## src/rtl/core/spq_pkg.sv

```systemverilog
// ----------------------------------------------------------------------------
// spq_pkg: shared types and constants for the sorted priority queue
// Command/response payload types, opcode and status codes, default depth.
// ----------------------------------------------------------------------------
package spq_pkg;

	localparam int SPQ_DEPTH   = 64;
	localparam int SPQ_VALUE_W = 32;
	localparam int SPQ_COUNT_W = 7;

	typedef enum logic {
		ACT_INSERT     = 1'b0,
		ACT_DELETE_MIN = 1'b1
	} spq_action_t;

	typedef enum logic [1:0] {
		ST_OK    = 2'd0,
		ST_EMPTY = 2'd1,
		ST_FULL  = 2'd2
	} spq_status_t;

	// input item
	typedef struct packed {
		spq_action_t                    action;
		logic signed [SPQ_VALUE_W-1:0] value;
	} spq_cmd_t;

	// result item
	typedef struct packed {
		logic signed [SPQ_VALUE_W-1:0] min_value;
		spq_status_t                    status;
		logic [SPQ_COUNT_W-1:0]         count;
	} spq_rsp_t;

	// operation broadcast to every cell in the chain
	typedef struct packed {
		logic                           ins;
		logic                           del;
		logic signed [SPQ_VALUE_W-1:0] value;
	} spq_op_t;

endpackage

```

## src/rtl/core/spq_cell.sv

```systemverilog
// ----------------------------------------------------------------------------
// spq_cell: one slot of the sorted chain
// Holds one value; on insert it keeps, shifts in its left neighbor, or takes
// the new value; on delete-min it shifts in its right neighbor.
// ----------------------------------------------------------------------------
module spq_cell
	import spq_pkg::*;
#(
	parameter int IDX   = 0,
	parameter int CNT_W = 7
) (
	input  logic                          clk,
	input  spq_op_t                       op,
	input  logic [CNT_W-1:0]              cnt,
	input  logic signed [SPQ_VALUE_W-1:0] prev_val,
	input  logic                          prev_gt,
	input  logic signed [SPQ_VALUE_W-1:0] next_val,
	output logic signed [SPQ_VALUE_W-1:0] val,
	output logic                          gt
);

	logic signed [SPQ_VALUE_W-1:0] val_q;
	logic                          occ;

	// an empty slot counts as greater, so the insert point is the first gt cell
	assign occ = cnt > CNT_W'(IDX);
	assign gt  = !occ || (val_q > op.value);
	assign val = val_q;

	// slot update
	always_ff @(posedge clk) begin
		if (op.ins) begin
			if (prev_gt) begin
				val_q <= prev_val;
			end else if (gt) begin
				val_q <= op.value;
			end
		end else if (op.del) begin
			val_q <= next_val;
		end
	end

endmodule

```

## config.mk

```make
export PLATFORM = sky130hd
export DESIGN_NAME = spq_cell
export DESIGN_NICKNAME = d
export VERILOG_FILES = /design/src/rtl/core/spq_pkg.sv /design/src/rtl/core/spq_cell.sv
export SDC_FILE = /design/constraint.sdc
export NUM_CORES = 1
export LEC_CHECK = 0
export ABC_CLOCK_PERIOD_IN_PS = 4250
export BUFFER_PORTS_ARGS = -buffer_cell sky130_fd_sc_hd__buf_4
export CAP_MARGIN = 20
export CORE_MARGIN = 1
export CORE_UTILIZATION = 41
export CTS_BUF_LIST = sky130_fd_sc_hd__clkbuf_16
export DETAILED_ROUTE_END_ITERATION = 6
export GPL_TIMING_DRIVEN = 0
export HOLD_SLACK_MARGIN = 0.08
export MAX_ROUTING_LAYER = met4
export PLACE_DENSITY_LB_ADDON = 0.2
export SLEW_MARGIN = 20
export SYNTH_ARGS = -nofsm -noshare
export SYNTH_HDL_FRONTEND = slang
export SYNTH_SLANG_ARGS = --single-unit
```

## constraint.sdc

```tcl
create_clock -name clk -period 4.25 [get_ports clk]
set_input_delay 0.2125 -clock clk [delete_from_list [all_inputs] [get_ports clk]]
set_output_delay 0.2125 -clock clk [all_outputs]
set_load 0.01 [all_outputs]
```

==> results.tsv <==
stage	metric	value	unit
grt	wire length of the first global-routing pass	10700	microns
floorplan	core box area	5920	sq um
finish	most common cell after layout, fill and taps aside	buf_4	
timing	period utilization	0.635	
worst_hold_path	beginning of the worst hold path	next_val[25]	
routing	wire per inst	13.4	microns
synth	synth top area cells	edfxtp_1 38%, ha_1 16%, mux2i_1 13%	
grt	initial antenna violation count	0	
routing	Detailed Route WL	6630	microns
worst_setup_path	CP bufs+invs	1	
cts	worst skew pair latency	0.27	ns
worst_setup_path	Largest delay share family, worst path	compound AO/OA/AOI/OAI gates	
cts	Clock transition at path regs	0.05	ns
power	ratio of total power to cell area	293	nW/um^2
run	MaxCap Viol Count	0	
timing	RSZ-0062 raised after global routing	no	
placed_design	I/O Buffers	138	
worst_setup_path	CP startpoint kind	flip-flop	
worst_setup_path	CP arrival	2.72	ns
worst_setup_path	Worst Reg2Reg Path Length in Cells	8	
placed_design	Post-DP HPWL	5480	microns
cts	Clock Sinks	32	
floorplan	die area	6490	sq um
routing	drt pass-1 iters	4	
synth	Post-Syn Instances	272	
synth	Synth Cell Area	2530	sq um
grt	vias in the first global route	2457	
finish	Antenna Diode Count	0	
finish	most frequent cells in the layout	138 x buf_4, 46 x a21oi_1, 37 x inv_1, 34 x nor2_1	
routing	detailed-route DRC error count	0	
power	LEAKAGE	1.93	nW
worst_setup_path	CP max-delay cell	a2111oi_0	
grt	total congestion overflow	0	
timing	Slew Limit Headroom	0.493	
worst_setup_path	CP Max Fanout	16	
finish	number of flip-flops in the largest register	32	
timing	worst slew pin tran	0.741	ns
worst_setup_path	Worst R2R Start	val[7]	
worst_setup_path	Max stage delay on crit path	0.69	ns
timing	max-slew violations	0	
synth	Ys Warns	0	
floorplan	die width	80.6	microns
timing	final setup vio count	0	
power	Worst VDD drop	0.305	mV
worst_setup_path	Critical R2R Capture	val[31]	
finish	Layout area overhead	51.7	%
floorplan	std cell rows	28	
routing	Detail Route Antenna Nets	0	
cts	Max clock buf depth	2	
timing	Fin. Hold Viols	0	
worst_setup_path	worst path required time	4.27	ns
floorplan	initial core utilization	0.427	
worst_setup_path	FF-to-FF setup slack	1.55	ns
worst_setup_path	Cell Chain, Critical Path	ha_1 -> a21oi_1 -> o21ai_0 -> a221oi_1 -> nor3b_2 -> a2111oi_0 -> nor3_4 -> buf_8	
timing	post-layout min period	2.70	ns
synth	Avg Cell Area, Syn	9.30	sq um
run_status	status	completed	
cts	Inserted Clock Buffers	5	
floorplan	Top Ports	140	
cts	CTS H-tree depth	2	
placed_design	Final Wtd Congestion	0.750	
synth	Seq/Total Area, Yosys	0.380	
synth	synth unique cells	26	
worst_setup_path	critical setup path kind	flip-flop to flip-flop	
finish	Final #Nets	558	
synth	FF+latch count, synth	32	
cts	Post-CTS Setup Repair Bufs	0	
finish	layout cells sized above 1	0.362	
routing	via/cell ratio	4.99	
worst_hold_path	Hold WC Path Type	input pin to flip-flop	
synth	post-synth top area cell	edfxtp_1	
worst_hold_path	Worst Hold Endpoint	val[25]	
timing	Worst Clk Skew	0.00566	ns
cts	clk root buf	clkbuf_16	
grt	Tot GR Track Use	0.220	
floorplan	Die Span Y	80.6	microns
worst_setup_path	Setup crit end kind	flip-flop	
synth	syn nets	411	
timing	maximum operating frequency	0.371	GHz
cts	hold_buf cts	0	
routing	routed vias	2468	
worst_hold_path	Min-Delay Path Depth	3	
synth	top-area cell type share of the netlist area	0.380	
power	Power Total	1.12	mW
routing	Iteration-0 DRC Markers	59	
cts	PostCTS Resize Cnt	0	
grt	largest net degree at the start of global routing	17	
timing	Setup TNS Final	0	ns
cts	TritonCTS clock tree	yes	
worst register-to-register path, cell delays in order, from the launching register on:
cell and delay, ns:
edfxtp_1 0.39, ha_1 0.32, a21oi_1 0.15, o21ai_0 0.13, a221oi_1 0.31, nor3b_2 0.09
a2111oi_0 0.69, nor3_4 0.16, buf_8 0.21
metrics by stage:
step / setup slack (ns) / utilization / instances / hold WS (ns) / instance area [sq um]
after floorplan: 0.907 / - / 272 / 0.438 / 2530
after global placement: 0.171 / 0.619 / 485 / 0.528 / 3660
after detailed placement: 1.55 / 0.625 / 487 / 0.537 / 3700
after CTS: 1.53 / 0.648 / 495 / 0.257 / 3840
after global routing: 1.21 / 0.648 / 495 / 0.265 / 3840
final: 1.55 / 0.648 / 495 / 0.262 / 3840
layer usage:
metal  vias to the layer above  part of all wire  GRT usage
met5                         -                 0          -
met4                         0            0.0086     0.0500
met3                         6             0.052     0.0364
met2                        81              0.51      0.382
met1                      1111              0.43      0.265
li1                       1270                 -          -
synthesized netlist by cell type, drive strengths merged:
cell	instances
and3	1
nor3	4
a2111oi	1
nand2b	1
mux2i	32
nand3	6
edfxtp	32
a21oi	46
a211o	1
nand2	10
ha	32
o22ai	1
nor4	3
nor2	34
nand4	9
nor2b	1
inv	35
buf	3
nor3b	1
a221oi	1
clkbuf	8
a21boi	1
o21ai	7
a211oi	2
how the worst max path moves through the flow:
stage,from,to,slack [ns],depth (start not counted)
after floorplan,val[31],val[0],0.91,6
after global placement,val[27],val[1],0.17,6
after detailed placement,val[7],val[0],1.55,8
after CTS,val[7],val[28],1.53,8
after global routing,val[5],val[28],1.21,8
final,val[7],val[31],1.55,8
power by group:
part / internal, mW / leakage [nW] / switching (mW)
registers: 0.399 / 0.315 / 0.0211
logic: 0.195 / 1.54 / 0.177
clock network: 0.210 / 0.0738 / 0.120
total: 0.804 / 1.93 / 0.318
kinds of logic (layout without fill, tap and decap cells):
logic type,after synthesis,count (layout),synth area share
adder cells (fa/ha/maj),32,32,0.158
AND/OR/NAND/NOR,70,70,0.139
flip-flops,32,32,0.380
multiplexers,32,32,0.127
buffers and inverters,46,194,0.0697
AO/OA/AOI/OAI,60,60,0.127
cell type report:
| class | instances | area (sq um) |
|---|---|---|
| multi-input combinational | 194 | 1400 |
| clock buffer | 5 | 125 |
| inverter | 35 | 131 |
| buffer | 11 | 45.0 |
| fill | 518 | 2080 |
| sequential | 32 | 961 |
| tap | 75 | 93.8 |
| clock inverter | 3 | 11.3 |
| timing repair buffer | 140 | 1070 |
(Power assumes the default switching activity.)
